$ cat src/hdl/u8dec_pkg.sv
// shared types, constants and decode helpers for the utf8 code point decoder
package u8dec_pkg;

  localparam int unsigned RES_MAX   = 3;
  localparam int unsigned QUEUE_DEP = 4;

  localparam logic [20:0] SUB_CHAR = 21'h00003F;

  typedef struct packed {
    logic [7:0] text_byte;
    logic       final_byte;
  } in_t;

  typedef struct packed {
    logic [20:0] code_point;
    logic        substituted;
    logic        run_end;
    logic        text_end;
  } out_t;

  typedef out_t [RES_MAX-1:0] res_vec_t;

  // sequence length announced by a lead byte, 0 when it cannot lead
  function automatic logic [2:0] lead_length(input logic [7:0] b);
    logic [2:0] len;
    len = 3'd0;
    if (b[7] == 1'b0) begin
      len = 3'd1;
    end else if ((b & 8'hE0) == 8'hC0) begin
      len = 3'd2;
    end else if ((b & 8'hF0) == 8'hE0) begin
      len = 3'd3;
    end else if ((b & 8'hF8) == 8'hF0) begin
      len = 3'd4;
    end
    return len;
  endfunction

  function automatic logic [20:0] assemble(input logic [7:0] b0, input logic [7:0] b1,
                                           input logic [7:0] b2, input logic [7:0] b3,
                                           input logic [2:0] len);
    logic [20:0] cp;
    case (len)
      3'd1:    cp = {13'd0, b0};
      3'd2:    cp = {10'd0, b0[4:0], b1[5:0]};
      3'd3:    cp = {5'd0, b0[3:0], b1[5:0], b2[5:0]};
      default: cp = {b0[2:0], b1[5:0], b2[5:0], b3[5:0]};
    endcase
    return cp;
  endfunction

endpackage

$ cat src/hdl/utf8_codepoint_decoder_unit.sv
// top level of the permissive utf8 code point decoder
//
// in_ channel: one text byte per request, final_byte marks the last byte of
// a text. out_ channel: one code point per request with substitution,
// run_end (last result of its byte) and text_end (last result of the text).
// a byte that completes a sequence or is an invalid lead gives one result,
// a byte inside a sequence gives none, and the final byte gives one to three.
// an accepted byte is held in the input register, decoded combinationally
// and pushed into the four-entry result queue, whose head drives out_.
// throughput: one byte per cycle while the queue has space for its results;
// the extra results of a final byte drain one per cycle while later bytes
// keep entering as long as the queue has space for their results.
// reset (rst_n low, synchronous) empties the input register, the queue and
// any held partial sequence.
// when the receiver stalls, results wait in the queue; once it cannot take
// the results of the registered byte, in_ready drops until it drains.
module utf8_codepoint_decoder_unit (
  input  logic            clk,
  input  logic            rst_n,
  input  logic            in_valid,
  output logic            in_ready,
  input  u8dec_pkg::in_t  in_data,
  output logic            out_valid,
  input  logic            out_ready,
  output u8dec_pkg::out_t out_data
);

  logic                in_vld_r;
  u8dec_pkg::in_t      in_item_r;
  logic                commit;
  logic                room;
  logic [1:0]          res_cnt;
  u8dec_pkg::res_vec_t res;

  assign commit   = in_vld_r && room;
  assign in_ready = !in_vld_r || commit;

  always_ff @(posedge clk) begin
    if (!rst_n) begin
      in_vld_r <= 1'b0;
    end else if (in_valid && in_ready) begin
      in_vld_r <= 1'b1;
    end else if (commit) begin
      in_vld_r <= 1'b0;
    end
  end

  always_ff @(posedge clk) begin
    if (in_valid && in_ready) begin
      in_item_r <= in_data;
    end
  end

  u8dec_core u_core (
    .clk     (clk),
    .rst_n   (rst_n),
    .item    (in_item_r),
    .commit  (commit),
    .res_cnt (res_cnt),
    .res     (res)
  );

  u8dec_outq u_outq (
    .clk       (clk),
    .rst_n     (rst_n),
    .push      (commit),
    .push_cnt  (res_cnt),
    .push_res  (res),
    .room      (room),
    .out_valid (out_valid),
    .out_ready (out_ready),
    .out_data  (out_data)
  );

`ifndef SYNTH
  // a byte that is not final gives at most one result
  assert property (@(posedge clk) disable iff (!rst_n)
    commit && !in_item_r.final_byte |-> res_cnt <= 2'd1)
    else $error("non-final byte produced more than one result");

  // the final byte always releases at least one result
  assert property (@(posedge clk) disable iff (!rst_n)
    commit && in_item_r.final_byte |-> res_cnt != 2'd0)
    else $error("final byte produced no result");

  assert property (@(posedge clk) disable iff (!rst_n)
    out_valid && out_data.text_end |-> out_data.run_end)
    else $error("text end without run end");

  assert property (@(posedge clk)
    !rst_n |=> !out_valid && !in_vld_r)
    else $error("pipeline not empty after reset");
`endif

endmodule

$ cat src/hdl/u8dec_core.sv
// decode of one registered byte against the held partial sequence
module u8dec_core (
  input  logic                clk,
  input  logic                rst_n,
  input  u8dec_pkg::in_t      item,
  input  logic                commit,
  output logic [1:0]          res_cnt,
  output u8dec_pkg::res_vec_t res
);

  logic [7:0] pend_bytes_r [0:2];
  logic [1:0] pend_cnt_r;
  logic [1:0] pend_cnt_nxt;
  logic [2:0] seq_len_r;
  logic [2:0] seq_len_nxt;
  logic       hold;

  logic [7:0] buf_b [0:3];
  logic [2:0] n;

  always_comb begin
    for (int i = 0; i < 4; i++) begin
      if (i < 3 && 2'(i) < pend_cnt_r) begin
        buf_b[i] = pend_bytes_r[i];
      end else begin
        buf_b[i] = item.text_byte;
      end
    end
  end

  assign n = {1'b0, pend_cnt_r} + 3'd1;

  always_comb begin
    logic [2:0] pos;
    logic [2:0] len;
    logic [1:0] k;
    logic [1:0] p;
    res          = '0;
    k            = 2'd0;
    hold         = 1'b0;
    pend_cnt_nxt = 2'd0;
    seq_len_nxt  = 3'd0;
    pos          = 3'd0;
    len          = 3'd0;
    p            = 2'd0;
    if (!item.final_byte) begin
      len = (pend_cnt_r == 2'd0) ? u8dec_pkg::lead_length(item.text_byte) : seq_len_r;
      if (len == 3'd0) begin
        res[0].code_point  = u8dec_pkg::SUB_CHAR;
        res[0].substituted = 1'b1;
        k = 2'd1;
      end else if (len <= n) begin
        res[0].code_point = u8dec_pkg::assemble(buf_b[0], buf_b[1], buf_b[2], buf_b[3], len);
        k = 2'd1;
      end else begin
        hold         = 1'b1;
        pend_cnt_nxt = n[1:0];
        seq_len_nxt  = len;
      end
    end else begin
      // truncated lead gives '?' and the bytes behind it are retried as leads
      for (int s = 0; s < 3; s++) begin
        if (pos < n) begin
          p   = pos[1:0];
          len = u8dec_pkg::lead_length(buf_b[p]);
          if (len != 3'd0 && (pos + len) <= n) begin
            res[s].code_point = u8dec_pkg::assemble(buf_b[p], buf_b[p + 2'd1],
                                                    buf_b[p + 2'd2], buf_b[p + 2'd3], len);
            pos = pos + len;
          end else begin
            res[s].code_point  = u8dec_pkg::SUB_CHAR;
            res[s].substituted = 1'b1;
            pos = pos + 3'd1;
          end
          k = 2'(s + 1);
        end
      end
    end
    for (int s = 0; s < 3; s++) begin
      if (k == 2'(s + 1)) begin
        res[s].run_end  = 1'b1;
        res[s].text_end = item.final_byte;
      end
    end
    res_cnt = k;
  end

  always_ff @(posedge clk) begin
    if (!rst_n) begin
      pend_cnt_r <= 2'd0;
      seq_len_r  <= 3'd0;
    end else if (commit) begin
      pend_cnt_r <= pend_cnt_nxt;
      seq_len_r  <= seq_len_nxt;
    end
  end

  always_ff @(posedge clk) begin
    if (commit && hold) begin
      pend_bytes_r[pend_cnt_r] <= item.text_byte;
    end
  end

endmodule

$ cat src/hdl/u8dec_outq.sv
// shifting result queue; head entry drives the result channel
module u8dec_outq (
  input  logic                clk,
  input  logic                rst_n,
  input  logic                push,
  input  logic [1:0]          push_cnt,
  input  u8dec_pkg::res_vec_t push_res,
  output logic                room,
  output logic                out_valid,
  input  logic                out_ready,
  output u8dec_pkg::out_t     out_data
);

  u8dec_pkg::out_t q_r   [0:u8dec_pkg::QUEUE_DEP-1];
  u8dec_pkg::out_t q_nxt [0:u8dec_pkg::QUEUE_DEP-1];
  logic [2:0] cnt_r;
  logic [2:0] cnt_nxt;
  logic [2:0] base;
  logic       pop;

  assign out_valid = (cnt_r != 3'd0);
  assign out_data  = q_r[0];
  assign pop       = out_valid && out_ready;
  assign base      = cnt_r - {2'd0, pop};

  // room is judged without the pop so ready does not depend on out_ready
  assign room = ({1'b0, cnt_r} + {2'd0, push_cnt}) <= 4'(u8dec_pkg::QUEUE_DEP);

  always_comb begin
    logic [2:0] off;
    off = 3'd0;
    for (int j = 0; j < u8dec_pkg::QUEUE_DEP; j++) begin
      if (pop && j < u8dec_pkg::QUEUE_DEP - 1) begin
        q_nxt[j] = q_r[j + 1];
      end else begin
        q_nxt[j] = q_r[j];
      end
      off = 3'(j) - base;
      if (push && 3'(j) >= base && off < {1'b0, push_cnt}) begin
        q_nxt[j] = push_res[off[1:0]];
      end
    end
    cnt_nxt = base + (push ? {1'b0, push_cnt} : 3'd0);
  end

  always_ff @(posedge clk) begin
    if (!rst_n) begin
      cnt_r <= 3'd0;
    end else begin
      cnt_r <= cnt_nxt;
    end
  end

  always_ff @(posedge clk) begin
    for (int j = 0; j < u8dec_pkg::QUEUE_DEP; j++) begin
      q_r[j] <= q_nxt[j];
    end
  end

endmodule
$ cat config.mk
export PLATFORM = sky130hd
export DESIGN_NAME = utf8_codepoint_decoder_unit
export DESIGN_NICKNAME = d
export VERILOG_FILES = /design/src/hdl/u8dec_pkg.sv /design/src/hdl/utf8_codepoint_decoder_unit.sv /design/src/hdl/u8dec_core.sv /design/src/hdl/u8dec_outq.sv
export SDC_FILE = /design/constraint.sdc
export NUM_CORES = 1
export LEC_CHECK = 0
export ABC_AREA = 0
export BUFFER_PORTS_ARGS = -buffer_cell sky130_fd_sc_hd__buf_4
export CAP_MARGIN = 30
export CORE_UTILIZATION = 55
export DETAILED_ROUTE_END_ITERATION = 8
export PLACE_DENSITY = 0.72
export SYNTH_ARGS = -nofsm -noshare
export SYNTH_HDL_FRONTEND = slang
export SYNTH_SLANG_ARGS = --single-unit
$ cat constraint.sdc
create_clock -name clk -period 13.6 [get_ports clk]
set_input_delay 0.68 -clock clk [delete_from_list [all_inputs] [get_ports clk]]
set_output_delay 0.68 -clock clk [all_outputs]
set_load 0.01 [all_outputs]
### Word-level counts from Yosys, hierarchy flattened

Memories as Yosys holds them, arrays and structs flattened.
Index checks and enable logic that the tools add are counted.

* flip-flop bits (word level): 18
* bits in writable memories: 120
* input port bits: 13
* output and inout port bits: 26
* word-level logic and storage cells: 229
* memories kept: 2

* add/subtract/negate cells: 17
* magnitude comparators: 31
* equal/unequal tests: 27
* muxes and demuxes: 114
* bitwise gates (word level): 8
* reduce and logical (&&, ||, !) cells: 24

Memory list
* u_outq.q_r: depth 4, width 24, read ports 4, clocked after memory_dff 0, wr ports 4, line u8dec_outq.sv:14 `u8dec_pkg::out_t q_r [0:u8dec_pkg::QUEUE_DEP-1];`
* u_core.pend_bytes_r: depth 3, width 8, read ports 3, clocked after memory_dff 0, wr ports 1, line u8dec_core.sv:11 `logic [7:0] pend_bytes_r [0:2];`

Operators with widths (number)
* 24-bit two-way mux: 11
* 21-bit case mux with 3 select lines: 4
* 24-bit binary-select mux with 2-bit select: 4
* 22-bit two-way mux: 6
* 8-bit binary-select mux with 2-bit select: 8
* 21-bit two-way mux: 5
* 3-bit two-way mux: 33
* 6-bit two-way mux: 12
* 8-bit two-way mux: 7
* 3-bit by 2-bit == test with 1-bit output (second input constant): 8
* 3-bit >= comparator (second input constant): 8
* 2-bit NOT with 3-bit output: 8
* 2-bit two-way mux: 11
* 5-bit == test (second input constant): 4
* 4-bit == test (second input constant): 4
* 1-bit logical AND: 15
* 1-bit two-way mux: 13
* 3-bit by 1-bit == test with 1-bit output (second input constant): 4
* 3-bit == test (second input constant): 4
* 3-bit <= comparator: 4
* 2-bit by 3-bit < comparator with 1-bit output (second input constant): 4
* 3-bit by 2-bit < comparator with 1-bit output: 4
* 3-bit nonzero test: 4
* 3-bit adder: 3
* other kinds (22): 33

### Logic depth before layout (Yosys ltp)

Gate-level depths: netlist (run 1).

* word-level depth: 51
* depth in mapped cells: 50
* mapped depth without buffers: 45

### Cells and area by module

Synthesis (run 1) repeated with hierarchy kept, for this count alone.

* cell total of the unflattened synthesis: 1363
* area, all modules: 12191.7 um^2

Modules (own cells, without submodules)
* u8dec_outq: instances 1, cells each 560, area each 6120.9 um^2
* u8dec_core: instances 1, cells each 788, area each 5735.5 um^2
* utf8_codepoint_decoder_unit: instances 1, cells each 15, area each 335.3 um^2

### Least setup slack after synthesis (run 1)

Ideal clock, no wire load.

* kind: register -> register
* start: register, netlist name u_core.pend_cnt_r[1]
* end: memory u_outq.q_r[3][0] (netlist name) (enable)
* setup time: 0.474 ns
* arrival: 11.980 ns
* required time: 13.126 ns
* setup slack: 1.146 ns
* stages on the path, launching flop included: 43
* buffers on the path: 6
* period minus slack after synthesis: 12.454 ns
* cells stage by stage: dfxtp_1 > clkbuf_1 > clkbuf_1 > inv_1 > ha_1 > buf_6 > nor4bb_1 > a311oi_4 > ha_1 > a21oi_1 > o21a_1 > nor2_1 > o21a_1 > a2111oi_0 > o211ai_1 > or3_1 > clkbuf_1 > nand2_1 > (+7 left out) > a32oi_1 > a2111o_1 > a21o_1 > nand4_2 > nand3_2 > buf_2 > ha_1 > a21boi_1 > o21ai_1 > a31oi_1 > inv_1 > fa_1 > o22ai_1 > a21oi_1 > a21oi_1 > nand2_1 > clkbuf_1 > nor4b_1

RTL lines (line)
* to (decl): u8dec_outq.sv:14

==> results of run 1 <==
registers in the layout (all words and copies together), names as in the netlist:
| register | flops |
|---|---|
| in_vld_r | 1 |
| u_core.pend_cnt_r | 2 |
| u_outq.cnt_r | 3 |
| u_outq.q_r | 96 |
| u_core.pend_bytes_r | 24 |
| in_item_r | 9 |
| u_core.seq_len_r | 3 |
worst max-delay path: cells and delay by family, from the launching register on:
family | cells | cell delay [ps]
and+or+nand+nor | 12 | 3700
AOI/OAI and AO/OA | 15 | 3620
adders and majority gates | 7 | 2880
buffers and inverters | 8 | 1680
DFF | 1 | 310
cell type report:
cell class	instances	area (um2)	share of cell area
clock buffer	17	425	0.0326
clock inverter	15	208	0.0159
inverter	63	236	0.0181
multi-input combinational	1048	7110	0.545
sequential	138	4050	0.311
tap	275	344	0.0264
timing repair buffer	88	666	0.0510
metrics by stage:
| step | hold slack [ps] | setup slack [ps] | util |
|---|---|---|---|
| detailed placement | 485 | 1040 | 0.592 |
| global placement | 465 | 1460 | 0.591 |
| finish | 416 | 964 | 0.623 |
| global route | 405 | 171 | 0.623 |
| floorplan | 441 | 1150 | - |
| CTS | 410 | 973 | 0.622 |
final timing paths:
kind	from	to	slack (ps)	cells past startpoint
setup / recovery	u_core.pend_cnt_r[1]	u_outq.q_r[0][7]	960	42
hold / removal	in_data[7]	in_item_r[7]	420	1
setup reg to reg	u_core.pend_cnt_r[1]	u_outq.q_r[0][7]	960	42
hold reg to reg	u_core.seq_len_r[0]	u_core.seq_len_r[0]	510	2
routing by layer:
metal  GRT usage  up-vias
li1            -     5199
met1       0.559     5559
met2       0.622      828
met3       0.115      170
met4       0.210        0
met5           0        -
cell usage in the layout (no fill, tap or decap), types with 39 or more instances in the layout:
cell,n
a21oi_1,86
buf_4,86
edfxtp_1,129
ha_1,39
inv_1,56
mux2i_1,61
nand2_1,148
nor2_1,112
o21ai_0,84
o22ai_1,52
report_power, final:
group / leakage [nW] / internal, mW / switching (mW)
Combinational: 3.35 / 0.772 / 1.61
Sequential: 1.28 / 0.691 / 0.0547
Clock: 0.309 / 0.298 / 0.220
logic make-up (layout without fill, tap and decap cells):
family                     after synthesis  after routing  share of synthesized area
DFF                                    138            138                      0.345
muxes                                   90             90                     0.0848
xor gates and xnor gates                 7              7                    0.00522
buffers and inverters                  153            183                     0.0530
adders and majority gates               43             43                     0.0484
AOI/OAI and AO/OA                      512            512                      0.308
and+or+nand+nor                        396            396                      0.156
==> flow_summary.ini, run 1 <==
[drt]
wl_met2_mm = 19.5
dr.first_iter.drc_count = 1473
dr.pass1.iters = 8
wl_met1_mm = 17.7
highest_layer = met4
vias_per_cell = 7.15
wl_mm = 44.9
antenna_left = 0
vias = 11756
wl_met3_mm = 5.43
drc_errors = 0
wire_per_inst_um = 27.3

[clock_tree]
clkTransAtPathRegs_ps = 70
cts_buffers = 17
root_buffer = clkbuf_16
hold_buffers = 0
ctsResizeCount = 0
htree_num_levels = 4
clock_latency_ps = 440
cts.sinks = 138
cts_setup_buffers = 0
clockBufferDepth = 2
tritoncts = built

[floorplanning]
die-area_mm2 = 0.0219
rows = 53
core_mm2 = 0.0210
dieWidth_um = 148
start_util = 0.560
ios = 39
fp.dieH_um = 148

[synthesis]
synthCells = 1339
syn_avg_cell_area_um2 = 8.77
yosysUniqueCellTypes = 104
synth_fp_nets = 1395
syn_area_mm2 = 0.0117
ys_seq_elements = 138
yosysTopAreaCellShare = 0.330
yosysMostFrequentCell = nand2_1
synth-edff-count = 129
ys.flop_type = edfxtp_1
synth_top_area_cell = edfxtp_1
yosys_warnings = 0
ys_seq_area_frac = 0.345
synth_commonest_cells = nand2_1, edfxtp_1, nor2_1
synthTopCellsByArea = edfxtp_1, mux2i_1, nand2_1, ha_1, a21oi_1
async_flop_share = 0

[place]
postPlaceCellArea_mm2 = 0.0124
hpwl_mm = 31.9
place_inst = 1612
place.gp.congestion = 1.04
io_buffers = 38

[global_route]
grt-ovfl-total = 0
grt_usage = 0.418
grt_pass1_wl_mm = 68.2
grt_pass1_vias = 11210
grt_max_degree = 51
antenna_found_initial = 0

[job]
cap_violations = 0

[timing]
setup_tns_ps = 0
fin_crit_ps = 12640
fin_skew_ps = 12.0
period_share = 0.929
grt_setup_unrepaired = no
hold_violations = 0
relSlewSlack = 0.228
worst_pin_slew_ps = 1130
slew_violations = 0
fmax_ghz = 0.0791
finalSetupViolCount = 0

[cells_and_area]
final_area_mm2 = 0.0130
syn2layout_area_growth_pct = 11.1
final-instance-count-excl-fill = 1644
drive_above_1_share = 0.145
n_antenna_cell = 0
nets = 1412
fill_cells = 1910

[min_path]
hold_class = primary input to flip-flop

[power_and_ir_drop]
cellPowerDensity_mw_per_mm2 = 279
p_leak_nw = 4.94
ir_worst_vdd_v = 0.000305
p_total_mw = 3.64

[setup_path]
startpoint_type = flip-flop
end_kind = flip-flop
cpMostUsedCell = ha_1
slowest_delay_ps = 630
required_ps = 13670
cp_max_fo = 50
cpMaxStageDelayCell = a31oi_1
cp_data_arrival_time_ps = 12700
path_class = flip-flop to flip-flop

[run_status]
outcome = finished, final reports clean
Note: power is estimated with default switching activity, not from simulation.
==> run 2, diff against run 1 <==
--- a/config.mk
+++ b/config.mk
@@ -9,6 +9,7 @@
 export BUFFER_PORTS_ARGS = -buffer_cell sky130_fd_sc_hd__buf_4
 export CAP_MARGIN = 30
 export CORE_UTILIZATION = 55
+export CTS_BUF_LIST = sky130_fd_sc_hd__clkbuf_8
 export DETAILED_ROUTE_END_ITERATION = 8
 export PLACE_DENSITY = 0.72
 export SYNTH_ARGS = -nofsm -noshare
==> run 2 against run 1 <==
Combinational power hardly changed. Critical path depth unchanged. Fmax shrank 0.14%. Clock power fell by 24%. Global-route usage shrank 0.45 points. Clock-buffer cell count stayed put. Clock skew up 8.6 ps. Non-clock buffer count unchanged. Register-to-register slack worse by 20 ps. Worst setup slack worse by 18 ps. Die area unchanged. Critical endpoint unchanged. Highest routed layer unchanged.
==> flow_summary.ini, run 2 (synthesis gave the netlist of run 1 again) <==
[run_status]
outcome = finished, final reports clean

[place]
hpwl_mm = 31.9
postPlaceCellArea_mm2 = 0.0124
io_buffers = 38
place.gp.congestion = 1.04

[global_route]
grt_usage = 0.414
grt_pass1_vias = 11176
grt_max_degree = 51
grt_pass1_wl_mm = 67.7
grt-ovfl-total = 0
antenna_found_initial = 0

[power_and_ir_drop]
p_leak_nw = 4.85
ir_worst_vdd_v = 0.000303
cellPowerDensity_mw_per_mm2 = 273

[clock_tree]
clock_latency_ps = 480
root_buffer = clkbuf_8
cts.sinks = 138
clkTransAtPathRegs_ps = 100
tritoncts = built
cts_buffers = 17
htree_num_levels = 4
cts_setup_buffers = 0
hold_buffers = 0
clockBufferDepth = 2

[job]
cap_violations = 0

[drt]
drc_errors = 0
vias_per_cell = 7.14
wire_per_inst_um = 27.1
highest_layer = met4
wl_met2_mm = 19.3
vias = 11732
wl_met3_mm = 5.48
wl_met1_mm = 17.5
dr.first_iter.drc_count = 1566
wl_mm = 44.5
antenna_left = 0
dr.pass1.iters = 7

[cells_and_area]
reg_top3 = u_outq.q_r (96), u_core.pend_bytes_r (24), in_item_r (9)
drive_above_1_share = 0.145
regMostFlops = u_outq.q_r
nets = 1412
largest_reg_flops = 96
layout_commonest_cell = nand2_1
final_cell_mix = nand2_1, edfxtp_1, nor2_1
n_antenna_cell = 0
final_area_mm2 = 0.0129
syn2layout_area_growth_pct = 9.46

[floorplanning]
rows = 53
die-area_mm2 = 0.0219
core_mm2 = 0.0210
start_util = 0.560
ios = 39
dieWidth_um = 148
fp.dieH_um = 148

[timing]
finalSetupViolCount = 0
period_share = 0.930
slew_violations = 0
hold_violations = 0
fin_skew_ps = 20.7
worst_pin_slew_ps = 1120
relSlewSlack = 0.234
grt_setup_unrepaired = no
fmax_ghz = 0.0790
fin_crit_ps = 12650
setup_tns_ps = 0

[setup_path]
cp_data_arrival_time_ps = 12760
path_class = flip-flop to flip-flop
end_kind = flip-flop
cp_max_fo = 50
slowest_delay_ps = 620
r2r_slack_ps = 950
cpMaxStageDelayCell = a31oi_1
cpMostUsedCell = ha_1
required_ps = 13700
startpoint_type = flip-flop

[min_path]
hold_class = primary input to flip-flop
## run 2: final timing paths
path | endpoint | depth (start not counted) | startpoint
max | u_outq.q_r[0][7] | 42 | u_core.pend_cnt_r[1]
min | in_item_r[4] | 1 | in_data[4]
max reg2reg | u_outq.q_r[0][7] | 42 | u_core.pend_cnt_r[1]
min reg2reg | u_core.seq_len_r[0] | 2 | u_core.seq_len_r[0]
## run 2: routing by layer
layer	up-vias	track usage
met5	-	0
met4	0	0.202
met3	175	0.114
met2	837	0.618
met1	5516	0.552
li1	5204	-
## run 2: per-stage QoR
stage	utilization	instances	power, mW	setup slack (ps)	hold WS (ps)
global placement	0.591	1609	3.00	1460	465
detailed placement	0.592	1612	3.03	1040	485
CTS	0.613	1644	3.43	961	359
floorplan	-	1339	2.36	1150	441
global route	0.613	1644	3.71	168	370
finish	0.613	1644	3.51	946	368
## run 2: area by class of cell
| class | count | area (um2) |
|---|---|---|
| sequential | 138 | 4050 |
| inverter | 63 | 236 |
| tap | 275 | 344 |
| timing repair buffer | 88 | 666 |
| fill | 1933 | 8100 |
| clock inverter | 15 | 208 |
| multi-input combinational | 1048 | 7110 |
| clock buffer | 17 | 234 |
## run 2: where the power goes
group | internal [mW] | switching [mW] | total (mW) | leakage (nW)
sequential | 0.690 | 0.0549 | 0.745 | 1.28
clock | 0.190 | 0.204 | 0.394 | 0.222
combinational | 0.772 | 1.60 | 2.37 | 3.35
total | 1.65 | 1.86 | 3.51 | 4.85
## run 2: worst max-delay path: cells and delay by family, from the launching register on
kind                     cells  cell delay (ps)
adder cells (fa/ha/maj)      7             2870
flip-flops                   1              320
AO/OA/AOI/OAI               15             3660
AND/OR/NAND/NOR             12             3680
buffers and inverters        8             1690
## run 2: what timing repair did
item	4_1_cts	5_1_grt
gates resized for setup	0	1
hold endpoints to repair	0	0
endpoints found under the setup margin	0	24
==> run 3, diff against run 2 <==
--- a/config.mk
+++ b/config.mk
@@ -8,6 +8,7 @@
 export ABC_AREA = 0
 export BUFFER_PORTS_ARGS = -buffer_cell sky130_fd_sc_hd__buf_4
 export CAP_MARGIN = 30
+export CORE_ASPECT_RATIO = 2
 export CORE_UTILIZATION = 55
 export CTS_BUF_LIST = sky130_fd_sc_hd__clkbuf_8
 export DETAILED_ROUTE_END_ITERATION = 8
==> run 3 against run 2 <==
Fmax up 4.4%. Critical path type unchanged. Global-route usage up 1.4 points. Combinational power up 2%. Clock skew down 4.5 ps. Critical endpoint is now u_outq.q_r[0][13]. Core utilization up 0.12 points.
==> flow_summary.ini, run 3 (synthesis gave the netlist of run 1 again) <==
[run_status]
outcome = finished, final reports clean

[power_and_ir_drop]
p_leak_nw = 4.86
p_comb_frac = 0.687
p_seq_frac = 0.212
swShare = 0.532
cellPowerDensity_mw_per_mm2 = 273
p_total_mw = 3.52
p_switching_mw = 1.87
p_clk_frac = 0.101
ir_worst_vdd_v = 0.000212
intPower_mw = 1.65

[clock_tree]
cts_buffers = 17
cts.sinks = 138
cts_setup_buffers = 0
clkTransAtPathRegs_ps = 90
ctsResizeCount = 0
htree_num_levels = 4
clockBufferDepth = 2
hold_buffers = 0
root_buffer = clkbuf_8
clock_latency_ps = 490
tritoncts = built

[drt]
vias_per_cell = 7.08
drc_errors = 0
wl_mm = 46.2
antenna_left = 0
wire_per_inst_um = 28.1
dr.pass1.iters = 6
vias = 11642
dr.first_iter.drc_count = 1092

[setup_path]
required_ps = 13850
crit_family = compound AO/OA/AOI/OAI gates
slowest_delay_ps = 770
critPathBufInv = 7
startpoint_type = flip-flop
cp_data_arrival_time_ps = 12370
cpMostUsedCell = ha_1
cp_max_fo = 49
path_class = flip-flop to flip-flop
end_kind = flip-flop
cpMaxStageDelayCell = o2bb2ai_1

[floorplanning]
start_util = 0.561
rows = 75
core_mm2 = 0.0209
ios = 39
fp.dieH_um = 209
die-area_mm2 = 0.0220
dieWidth_um = 105

[cells_and_area]
reg_top3 = u_outq.q_r (96), u_core.pend_bytes_r (24), in_item_r (9)
fill_cells = 1867
syn2layout_area_growth_pct = 9.53
drive_above_1_share = 0.148
nets = 1418
regMostFlops = u_outq.q_r
final_cell_mix = nand2_1, edfxtp_1, nor2_1
largest_reg_flops = 96
layout_commonest_cell = nand2_1

[global_route]
grt_pass1_vias = 11323
grt_pass1_wl_mm = 68.7
grt-ovfl-total = 0
antenna_found_initial = 0
grt_usage = 0.427
grt_max_degree = 50

[timing]
fmax_ghz = 0.0825
period_share = 0.891
fin_skew_ps = 16.1
fin_crit_ps = 12120
setup_tns_ps = 0
hold_violations = 0
grt_setup_unrepaired = no
worst_pin_slew_ps = 1030
finalSetupViolCount = 0
slew_violations = 0
relSlewSlack = 0.311

[min_path]
hold_class = primary input to flip-flop

[place]
io_buffers = 38
place.gp.congestion = 1.07
hpwl_mm = 35.3

[job]
cap_violations = 0
run 3: changes by cell type in the layout (fill, tap and decap cells not counted), moves of 2 or more:
cell / delta
buf_4: +4
clkinv_1: +2
clkinv_4: +2
inv_8: -3
run 3: power by group through the flow:
stage / registers, mW / clock network, mW / logic (mW)
after CTS: 0.746 / 0.356 / 2.32
after detailed placement: 0.753 / 0 / 2.31
final: 0.744 / 0.356 / 2.42
after global placement: 0.748 / 0 / 2.28
after global routing: 0.756 / 0.371 / 2.57
after floorplan: 0.756 / 0 / 1.61
run 3: final timing paths:
kind	from	endpoint	slack, ps	cells past startpoint
max	u_core.pend_cnt_r[0]	u_outq.q_r[0][13]	1480	43
min	in_data[4]	in_item_r[4]	360	1
max reg2reg	u_core.pend_cnt_r[0]	u_outq.q_r[0][13]	1480	43
min reg2reg	u_core.seq_len_r[0]	u_core.seq_len_r[0]	490	2
run 3: cell type report:
cell class              count  area, um2  share of cell area
flip-flops and latches    138       4050               0.315
clock inverters            15        164              0.0127
inverters                  63        236              0.0184
multi-input cells        1048       7100               0.552
diodes                      1       2.50            0.000195
clock buffers              17        234              0.0182
repair buffers             94        731              0.0568
well taps                 269        337              0.0262
run 3: metrics by stage:
stage	hold WS, ps	setup WS, ps	utilization	std cells	area (um2)
6_report	361	1480	0.615	1645	12900
5_1_grt	352	813	0.614	1644	12900
4_1_cts	344	1670	0.612	1641	12800
3_5_place_dp	460	1780	0.593	1609	12400
3_3_place_gp	459	1940	0.592	1607	12400
2_1_floorplan	441	1150	-	1339	11700
run 3: routing by layer:
layer  track usage  vias to the layer above  share of wire  routed length [um]
met5             0                        -              0                   0
met4         0.405                        0           0.11                5220
met3        0.0870                      280          0.076                3510
met2         0.737                      726           0.49               22600
met1         0.419                     5424           0.32               14800
li1              -                     5212              -                   -
